$ cat config.mk
export PLATFORM = sky130hd
export DESIGN_NAME = bounded_message_serializer_top
export DESIGN_NICKNAME = d
export VERILOG_FILES = /design/src/rtl/core/bms_pkg.sv /design/src/rtl/core/bms_encoder.sv /design/src/rtl/core/bms_serializer.sv /design/src/rtl/core/bounded_message_serializer_top.sv
export SDC_FILE = /design/constraint.sdc
export NUM_CORES = 1
export LEC_CHECK = 0
export BUFFER_PORTS_ARGS = -buffer_cell sky130_fd_sc_hd__buf_2
export CORE_MARGIN = 8
export CORE_UTILIZATION = 60
export DETAILED_ROUTE_END_ITERATION = 8
export HOLD_SLACK_MARGIN = 0.12
export MAX_ROUTING_LAYER = met4
export PLACE_DENSITY = 0.83
export SYNTH_ARGS = -nofsm -noshare
export SYNTH_HDL_FRONTEND = slang
export SYNTH_SLANG_ARGS = --single-unit
$ cat constraint.sdc
create_clock -name clk -period 7.8 [get_ports clk]
set_input_delay 0 -clock clk [delete_from_list [all_inputs] [get_ports clk]]
set_output_delay 0 -clock clk [all_outputs]
set_load 0.01 [all_outputs]
$ cat src/rtl/core/bms_pkg.sv
// Package for the bounded message serializer.
// Holds operation and status codes, field widths and the encoder-to-serializer record.
// No dependencies.
package bms_pkg;

    localparam int unsigned POSITION_BITS_DEFAULT = 16;
    localparam int unsigned MAX_BYTES             = 5;
    localparam int unsigned COUNT_BITS            = 3;
    localparam int unsigned OFFSET_BITS           = 16;
    localparam int unsigned CAPACITY_BITS         = 16;
    localparam logic [CAPACITY_BITS-1:0] CAPACITY_RESET = 16'hffff;

    localparam logic [7:0]  MORE_FLAG  = 8'h80;
    localparam logic [6:0]  LOW7       = 7'h7f;
    localparam logic [31:0] P16_LIMIT  = 32'h0000_8000;
    localparam int unsigned GROUP_BITS = 7;

    typedef enum logic [2:0] {
        OP_BYTE     = 3'd0,
        OP_WORD16   = 3'd1,
        OP_WORD32   = 3'd2,
        OP_PACKED16 = 3'd3,
        OP_PACKED32 = 3'd4,
        OP_SET_POS  = 3'd5
    } op_t;

    typedef enum logic [1:0] {
        ST_OK        = 2'd0,
        ST_BOUNDS    = 2'd1,
        ST_TOO_LARGE = 2'd2
    } status_t;

    typedef struct packed {
        logic                                valid;
        logic [MAX_BYTES-1:0][7:0]           bytes;
        logic [COUNT_BITS-1:0]               count;
        logic [OFFSET_BITS-1:0]              offset;
        status_t                             status;
    } load_t;

endpackage

$ cat src/rtl/core/bms_encoder.sv
// Operation decoder, bound check and byte encoder of the serializer.
// Depends on bms_pkg.
module bms_encoder
    import bms_pkg::*;
#(
    parameter int unsigned POSITION_BITS = POSITION_BITS_DEFAULT
)
(
    input  logic [2:0]               operation,
    input  logic [31:0]              value,
    input  logic [POSITION_BITS-1:0] position,
    input  logic [CAPACITY_BITS-1:0] capacity,
    output load_t                    load,
    output logic [POSITION_BITS-1:0] new_position
);

    localparam int unsigned Wide = 34;
    localparam logic [Wide-1:0] PosMax = (Wide'(1) << POSITION_BITS) - Wide'(1);

    logic [Wide-1:0]           pos_w;
    logic [Wide-1:0]           cap_w;
    logic [Wide-1:0]           limit;
    logic [Wide-1:0]           value_w;
    logic [35:0]               v36;
    logic [COUNT_BITS-1:0]     n;
    logic [MAX_BYTES-1:0][7:0] data;
    logic [MAX_BYTES-1:0][7:0] packed_bytes;
    logic                      fits;
    logic                      known;

    always_comb
    begin
        pos_w   = Wide'(position);
        cap_w   = Wide'(capacity);
        limit   = (cap_w < PosMax) ? cap_w : PosMax;
        value_w = Wide'(value);
        v36     = {4'b0, value};

        if (value < 32'h0000_0080)
            n = 3'd1;
        else if (value < 32'h0000_4000)
            n = 3'd2;
        else if (value < 32'h0020_0000)
            n = 3'd3;
        else if (value < 32'h1000_0000)
            n = 3'd4;
        else
            n = 3'd5;

        for (int k = 0; k < MAX_BYTES; k++)
        begin
            if (COUNT_BITS'(k) < n - 3'd1)
                packed_bytes[k] = MORE_FLAG | {1'b0, v36[k*GROUP_BITS +: 7] & LOW7};
            else if (COUNT_BITS'(k) == n - 3'd1)
                packed_bytes[k] = v36[k*GROUP_BITS +: 8];
            else
                packed_bytes[k] = 8'h00;
        end

        known = 1'b1;
        data  = '0;
        unique case (op_t'(operation))
            OP_BYTE:
            begin
                data[0] = value[7:0];
                n       = 3'd1;
            end
            OP_WORD16:
            begin
                data[0] = value[7:0];
                data[1] = value[15:8];
                n       = 3'd2;
            end
            OP_WORD32:
            begin
                data[3:0] = value;
                n         = 3'd4;
            end
            OP_PACKED16:
            begin
                if (value < 32'h0000_0080)
                begin
                    data[0] = value[7:0];
                    n       = 3'd1;
                end
                else
                begin
                    data[0] = MORE_FLAG | {1'b0, value[6:0]};
                    data[1] = value[14:7];
                    n       = 3'd2;
                end
            end
            OP_PACKED32:
            begin
                data = packed_bytes;
            end
            OP_SET_POS:
            begin
                n = 3'd1;
            end
            default:
            begin
                known = 1'b0;
                n     = 3'd1;
            end
        endcase

        fits = (pos_w + Wide'(n)) <= limit;

        load.valid   = known;
        load.bytes   = data;
        load.count   = n;
        load.offset  = OFFSET_BITS'(position);
        load.status  = ST_OK;
        new_position = position;

        if (op_t'(operation) == OP_SET_POS)
        begin
            load.bytes = '0;
            load.count = 3'd1;
            if (value_w <= limit)
            begin
                new_position = POSITION_BITS'(value_w);
                load.offset  = OFFSET_BITS'(value_w);
            end
            else
                load.status = ST_BOUNDS;
        end
        else if (op_t'(operation) == OP_PACKED16 && value >= P16_LIMIT)
        begin
            load.bytes  = '0;
            load.count  = 3'd1;
            load.status = ST_TOO_LARGE;
        end
        else if (!fits)
        begin
            load.bytes  = '0;
            load.count  = 3'd1;
            load.status = ST_BOUNDS;
        end
        else if (known)
            new_position = POSITION_BITS'(pos_w + Wide'(n));
    end

endmodule

$ cat src/rtl/core/bms_serializer.sv
// Output stage: holds the encoded bytes of one transaction and emits one per cycle while out_ready is high.
// Depends on bms_pkg.
module bms_serializer
    import bms_pkg::*;
(
    input  logic                   clk,
    input  logic                   rst_n,
    input  logic                   load_en,
    input  load_t                  load,
    output logic                   load_ready,
    output logic                   out_valid,
    input  logic                   out_ready,
    output logic [7:0]             out_byte,
    output logic [OFFSET_BITS-1:0] byte_offset,
    output logic                   last,
    output logic [1:0]             status
);

    logic                      valid_reg;
    logic [MAX_BYTES-1:0][7:0] bytes_reg;
    logic [COUNT_BITS-1:0]     remaining_reg;
    logic [OFFSET_BITS-1:0]    offset_reg;
    status_t                   status_reg;
    logic                      advance;

    assign advance    = valid_reg && out_ready;
    assign last       = remaining_reg == 3'd1;
    assign load_ready = !valid_reg || (advance && last);
    assign out_valid  = valid_reg;
    assign out_byte   = bytes_reg[0];
    assign byte_offset = offset_reg;
    assign status     = status_reg;

    always_ff @(posedge clk or negedge rst_n)
    begin
        if (!rst_n)
        begin
            valid_reg     <= 1'b0;
            remaining_reg <= '0;
        end
        else if (load_en)
        begin
            valid_reg     <= load.valid;
            remaining_reg <= load.count;
        end
        else if (advance)
        begin
            valid_reg     <= !last;
            remaining_reg <= remaining_reg - 3'd1;
        end
    end

    always_ff @(posedge clk)
    begin
        if (load_en)
        begin
            bytes_reg  <= load.bytes;
            offset_reg <= load.offset;
            status_reg <= load.status;
        end
        else if (advance)
        begin
            bytes_reg  <= {8'h00, bytes_reg[MAX_BYTES-1:1]};
            offset_reg <= offset_reg + 16'd1;
        end
    end

`ifndef SYNTHESIS
    a_count_live: assert property (@(posedge clk) disable iff (!rst_n)
        valid_reg |-> remaining_reg != 3'd0)
        else $error("active transaction with no bytes left");
    a_status_last: assert property (@(posedge clk) disable iff (!rst_n)
        (valid_reg && status_reg != ST_OK) |-> last)
        else $error("status result not marked last");
    a_offset_step: assert property (@(posedge clk) disable iff (!rst_n)
        (advance && !last) |=> (valid_reg && offset_reg == $past(offset_reg) + 16'd1))
        else $error("offset did not advance within transaction");
`endif

endmodule

$ cat src/rtl/core/bounded_message_serializer_top.sv
// Bounded message serializer top level: position and capacity registers, encoder, output stage.
// Latency: the first result of a transaction is valid the cycle after it is accepted.
// Throughput: an item of n result bytes (1 to 5) holds the input until the one-byte-per-cycle
// output stage takes its last byte; single-result items flow at one per cycle while out_ready is high.
// Reset: write position clears to 0, buffer capacity returns to 65535, output empties.
// Depends on bms_pkg, bms_encoder, bms_serializer.
module bounded_message_serializer_top
    import bms_pkg::*;
#(
    parameter int unsigned POSITION_BITS = POSITION_BITS_DEFAULT
)
(
    input  logic                     clk,
    input  logic                     rst_n,
    input  logic                     cfg_we,
    input  logic [CAPACITY_BITS-1:0] cfg_wdata,
    input  logic                     in_valid,
    output logic                     in_ready,
    input  logic [2:0]               operation,
    input  logic [31:0]              value,
    output logic                     out_valid,
    input  logic                     out_ready,
    output logic [7:0]               out_byte,
    output logic [OFFSET_BITS-1:0]   byte_offset,
    output logic                     last,
    output logic [1:0]               status
);

    logic [POSITION_BITS-1:0] position_reg;
    logic [POSITION_BITS-1:0] position_next;
    logic [CAPACITY_BITS-1:0] capacity_reg;
    load_t                    load;
    logic                     accept;

    assign accept = in_valid && in_ready;

    always_ff @(posedge clk or negedge rst_n)
    begin
        if (!rst_n)
        begin
            position_reg <= '0;
            capacity_reg <= CAPACITY_RESET;
        end
        else
        begin
            if (accept)
                position_reg <= position_next;
            if (cfg_we)
                capacity_reg <= cfg_wdata;
        end
    end

    bms_encoder #(
        .POSITION_BITS (POSITION_BITS)
    ) u_encoder (
        .operation    (operation),
        .value        (value),
        .position     (position_reg),
        .capacity     (capacity_reg),
        .load         (load),
        .new_position (position_next)
    );

    bms_serializer u_serializer (
        .clk         (clk),
        .rst_n       (rst_n),
        .load_en     (accept),
        .load        (load),
        .load_ready  (in_ready),
        .out_valid   (out_valid),
        .out_ready   (out_ready),
        .out_byte    (out_byte),
        .byte_offset (byte_offset),
        .last        (last),
        .status      (status)
    );

endmodule

# Word-level counts from Yosys, hierarchy flattened
# Index checks and enable logic that the tools add are counted.
# word_totals
latch_bits,0
wordCells,100
register_bits,94
romBits,0
out_inout_bits,29
mem_count,0
ram_bits,0
# classes
order_cmp,13
n_eq_ne,11
n_reduce_logical,16
muxes,45
shifts,0
n_bitwise,0
div_mod_pow,0
multipliers,0
n_addsub,4
# ops
operator,count
$mux W16,9
$mux W43,3
$mux W8,12
$mux W40,2
$pmux W8 S3,2
$le A32 B34 Y1,1
$le A34 B34 Y1,1
$ge A32 B16 Y1 const B,1
$lt A32 B15 Y1 const B,1
$lt A32 B22 Y1 const B,1
$lt A32 B29 Y1 const B,1
$lt A32 B8 Y1 const B,1
$pmux W16 S2,1
$add A16 B3 Y17,1
$add A16 B1 Y16 const B,1
$lt A16 B16 Y1 const B,1
$mux W3,5
$pmux W3 S4,1
$eq A2 B3 Y1 const A,2
$eq A3 B1 Y1 const B,2
$eq A3 B2 Y1 const B,2
$eq A3 B3 Y1 const B,2
$logic_not A3 Y1,2
$lt A1 B3 Y1 const A,2
other kinds (17),32

# Depth between registers and ports, before layout
# logic_depth
ltp_word,14
ltp_mapped,22

# By module
# From an unflattened synthesis, not the netlist that was laid out.
# unflattened
cells_unflattened,670
area_unflattened_um2,6779.0
# by_module_without_submodules
module,area_per_inst_um2,cells_each,instances,seq_area_each_um2
bms_serializer,2926.6,212,1,1841.8
bms_encoder,2580.0,389,1,0.0
bounded_message_serializer_top,1272.5,69,1,820.8

# Worst setup path before layout
# OpenSTA, ideal clock, no wires.
# synth_path
path_kind,input port to flip-flop
from,in value[10]
to,reg u_serializer.bytes_reg[10] (netlist name) (data pin)
arrival_ns,4.946
required_ns,7.668
setup_slack_ns,2.722
cell_stages,20
cell_sequence,or4_1 > or4_1 > or3_1 > a221o_1 > ha_1 > a21o_1 > a21oi_1 > or2_2 > clkbuf_1 > and3b_1 > xor2_1 > ha_1 > nand4_1 > nor4_1 > and4_1 > a21oi_1 > or3_1 > clkbuf_1 > nor2_1 > a221o_1
# synth_via
elab_chain_cells,14
elab_cells_between_ends,25
# synth_rtl
item,line_no,source
start: declaration,bounded_message_serializer_top.sv:20,"input logic [31:0] value,"
branches (longest 11 deep; another with $le A34 B34 Y1),--,
$mux W43 *,bms_encoder.sv:129,else if (op_t'(operation) == OP_PACKED16 && value >= P16_LIMIT)
$mux W43 *,bms_encoder.sv:117,if (op_t'(operation) == OP_SET_POS)
$mux W40 *,bms_serializer.sv:55,if (load_en)
end signal: assignment,bms_serializer.sv:57,bytes_reg <= load.bytes;
end signal: assignment,bms_serializer.sv:63,"bytes_reg <= {8'h00, bytes_reg[MAX_BYTES-1:1]};"
end: declaration,bms_serializer.sv:20,logic [MAX_BYTES-1:0][7:0] bytes_reg;
# Every way passes the cells marked *.
# A chain may end at the register's enable or synchronous reset.

# Worst setup path after layout
# layout_path
from,in value[25]
to,reg u_serializer.bytes_reg[10] (netlist name) (data pin)
# Same word-level chain as after synthesis.

==> flow_metrics.env <==
export IMPL_status="finished, final reports clean"
export IMPL_nNetsFinal=852
export IMPL_worstMarginPinSlew_ps=1073
export IMPL_finalSetupViolations=0
export IMPL_grt_pass1_wl_um=28430
export IMPL_busiest_layer="met2"
export IMPL_cts_hold_buf=83
export IMPL_ys_warn_count=0
export IMPL_die_y_um=116.3
export IMPL_initial_core_util_pct=61.73
export IMPL_largest_register_ffs=29
export IMPL_rsz0062_at_grt="false"
export IMPL_routed_via_count=5718
export IMPL_cts_setup_buffers=0
export IMPL_tns_ps=0
export IMPL_synth_net_count=709
export IMPL_fill_cells=622
export IMPL_post_cts_resized=0
export IMPL_ys_seq_elements=91
export IMPL_relSlewSlack_pct=28.36
export IMPL_cts_max_level=3
export IMPL_clockRootBuffer="clkbuf_8"
export IMPL_power_density_nw_per_um2=277.9
export IMPL_vias_per_cell=6.410
export IMPL_final_core_util_pct=76.63
export IMPL_max_vdd_ir_drop_mv=0.1532
export IMPL_drt_wirelength_per_cell_um=20.30
export IMPL_ys_types=65
export IMPL_fin_skew_ps=13.66
export IMPL_portBuffers=84
export IMPL_drt_antenna_violating_nets=0
export IMPL_rows=36
export IMPL_dr_pass1_iters=8
export IMPL_async_flop_share_pct=39.56
export IMPL_hold_class="in2reg"
export IMPL_timing_rr_start="position_reg[0]"
export IMPL_io_pins=85
export IMPL_worstPathCellList="dlygate4sd3_1, buf_2, or4_1, nand4bb_1, or3_1, o21a_1, nor2_1, ha_1, inv_1, fa_1, nand2b_1, a21oi_1, nand4_1, xnor2_1, ha_1, nand4_1, nor4_1, o32ai_1, a21oi_1, or3_1, nor2_1, a221o_1, dlygate4sd3_1"
export IMPL_worstPathMaxFanout=16
export IMPL_clock_path_buffers=2
export IMPL_startpoint="value[25]"
export IMPL_grt_util_met3_pct=5.119
export IMPL_critPathRequiredTime_ps=7930
export IMPL_critPathSlowestCell="or4_1"
export IMPL_hold_viol_final=0
export IMPL_crit_path_start_kind="input port"
export IMPL_synth_edff_count=55
export IMPL_worstSetupPathType="in2reg"
export IMPL_cts_buffers=9
export IMPL_cp_top_family="simple AND/OR/NAND/NOR gates"
export IMPL_clkTransAtPathRegs_ps=90
export IMPL_fmax_mhz=141.3
export IMPL_grt_pass1_vias=5518
export IMPL_period_minus_slack_ps=7078
export IMPL_avgSynthCellArea_sq_um=9.891
export IMPL_dieArea_sq_um=13520
export IMPL_grt_ovfl_total=0
export IMPL_drive_gt1_share_pct=19.13
export IMPL_die_w_um=116.3
export IMPL_gp_congestion=0.9540
export IMPL_cts_tree="yes"
export IMPL_fin_crit_sh_pct=90.75
export IMPL_final_max_slew_viol_count=0
export IMPL_syn_area_sq_um=6033
export IMPL_arrival_ps=7200
export IMPL_worst_path_buf_inv=4
export IMPL_route_detailed_drc=0
export IMPL_synthCells=610
export IMPL_dp_hpwl_um=11830
export IMPL_grtUsageMet2_pct=43.88
export IMPL_cap_viol_max_count=0
export IMPL_p_leak_uw=0.003112
export IMPL_routed_wl_um=18110
export IMPL_multi_input_area_sq_um=3138
export IMPL_slowest_delay_ps=560
export IMPL_ys_seq_area_share_pct=42.64
export IMPL_syn_to_final_growth_pct=24.14
export IMPL_core_area_sq_um=9774
export IMPL_antenna_found_initial=1
export IMPL_met1_usage_pct=34.07
export IMPL_min_delay_start="out_ready"
export IMPL_final_seq_area_sq_um=2572
export IMPL_ys_flop_type="edfxtp_1"
export IMPL_grt_max_degree=54
export IMPL_clk_latency_ps=380
export IMPL_clkSinkCount=91
export IMPL_dr_first_iter_drc_count=539
export IMPL_grtUsageTotal_pct=28.08
export IMPL_endpoint_kind="register"
-- stage by stage --
step                instance area [sq um]  setup slack (ps)  std cells  total power [uW]  hold slack (ps)
floorplan                            6033              2722        610              1430           -295.6
global placement                     6455              1809        792              1632            142.7
detailed placement                   6455              1688        792              1665            158.8
CTS                                  7487             967.7        891              2045            127.4
global route                         7490             241.6        892              2202            172.9
finish                               7490             721.5        892              2081            136.6
-- final cells by class --
class	instances	area share, %
diodes	1	0.03341
clock buffers	11	1.888
clock inverters	5	0.8019
inverters	36	1.804
multi-input cells	445	41.90
flip-flops and latches	91	34.35
well taps	133	2.222
repair buffers	170	17.01
-- worst paths after layout --
check	to	slack (ps)	depth (start not counted)
setup reg to reg	u_serializer.bytes_reg[10]	2530	16
max in group asynchronous	u_serializer.out_valid	6960	2
hold / removal	u_serializer.remaining_reg[2]	140	3
min in group asynchronous	position_reg[6]	280	2
setup / recovery	u_serializer.bytes_reg[10]	720	23
hold reg to reg	u_serializer.bytes_reg[15]	530	2
-- cells in the mapped netlist, types with 6 or more instances --
library cell | count | share of area [%]
a211oi_1 | 7 | 0.87
a21o_1 | 6 | 0.75
a21oi_1 | 32 | 2.7
a221o_1 | 8 | 1.3
a22oi_1 | 16 | 2.0
a2bb2oi_1 | 7 | 1.0
a2bb2oi_2 | 10 | 2.5
a32o_1 | 8 | 1.3
and2_1 | 10 | 1.0
buf_4 | 8 | 1.0
clkbuf_1 | 25 | 1.6
dfrtp_1 | 20 | 8.3
dfstp_2 | 16 | 7.0
edfxtp_1 | 55 | 27
ha_1 | 42 | 8.7
inv_1 | 34 | 2.1
mux2i_1 | 14 | 2.3
nand2_1 | 56 | 3.5
nand3_1 | 10 | 0.83
nand4_1 | 15 | 1.6
nor2_1 | 46 | 2.9
nor2b_1 | 6 | 0.62
nor3_1 | 8 | 0.66
o21ai_0 | 36 | 3.0
o21ai_1 | 7 | 0.58
o22ai_1 | 15 | 1.6
xnor2_1 | 20 | 2.9
xor2_1 | 7 | 1.0
-- tightest hold or removal path, stage by stage --
cell and delay (ps):
buf_2 90, mux2i_1 180, o21ai_0 200
-- power breakdown --
part           internal [uW]  switching, uW  leakage (uW)
Combinational            411            500       0.00208
Sequential               703            132      0.000937
Clock                    158            176     0.0000999
Total                   1270            809       0.00311
-- routing by layer --
metal | vias up | share of wire, %
met5 | - | 0
met4 | 0 | 4.3
met3 | 85 | 10
met2 | 400 | 47
met1 | 2688 | 39
li1 | 2545 | -
-- placed cells by master (no fill, tap or decap), types with 8 or more instances in the layout --
master         netlist  final
nand3_1             10     10
clkbuf_8             0     10
and2_1              10     10
nand2_1             56     56
dfrtp_1             20     20
xnor2_1             20     20
o22ai_1             15     15
nand4_1             15     15
buf_2                3     84
nor2_1              46     46
a2bb2oi_2           10     10
dfstp_2             16     16
o21ai_0             36     36
edfxtp_1            55     55
nor3_1               8      8
ha_1                42     42
dlygate4sd3_1        0     83
a21oi_1             32     32
inv_1               34     33
a221o_1              8      8
a22oi_1             16     16
a32o_1               8      8
mux2i_1             14     14
-- cells by family after synthesis --
logic type | after synthesis | synth area share [%]
AND/OR/NAND/NOR | 184 | 15.10
AO/OA/AOI/OAI | 176 | 21.36
flip-flops | 91 | 42.64
XOR/XNOR | 27 | 3.920
buffers and inverters | 74 | 5.433
adder cells (fa/ha/maj) | 43 | 9.042
multiplexers | 15 | 2.509
(Power assumes the default switching activity.)
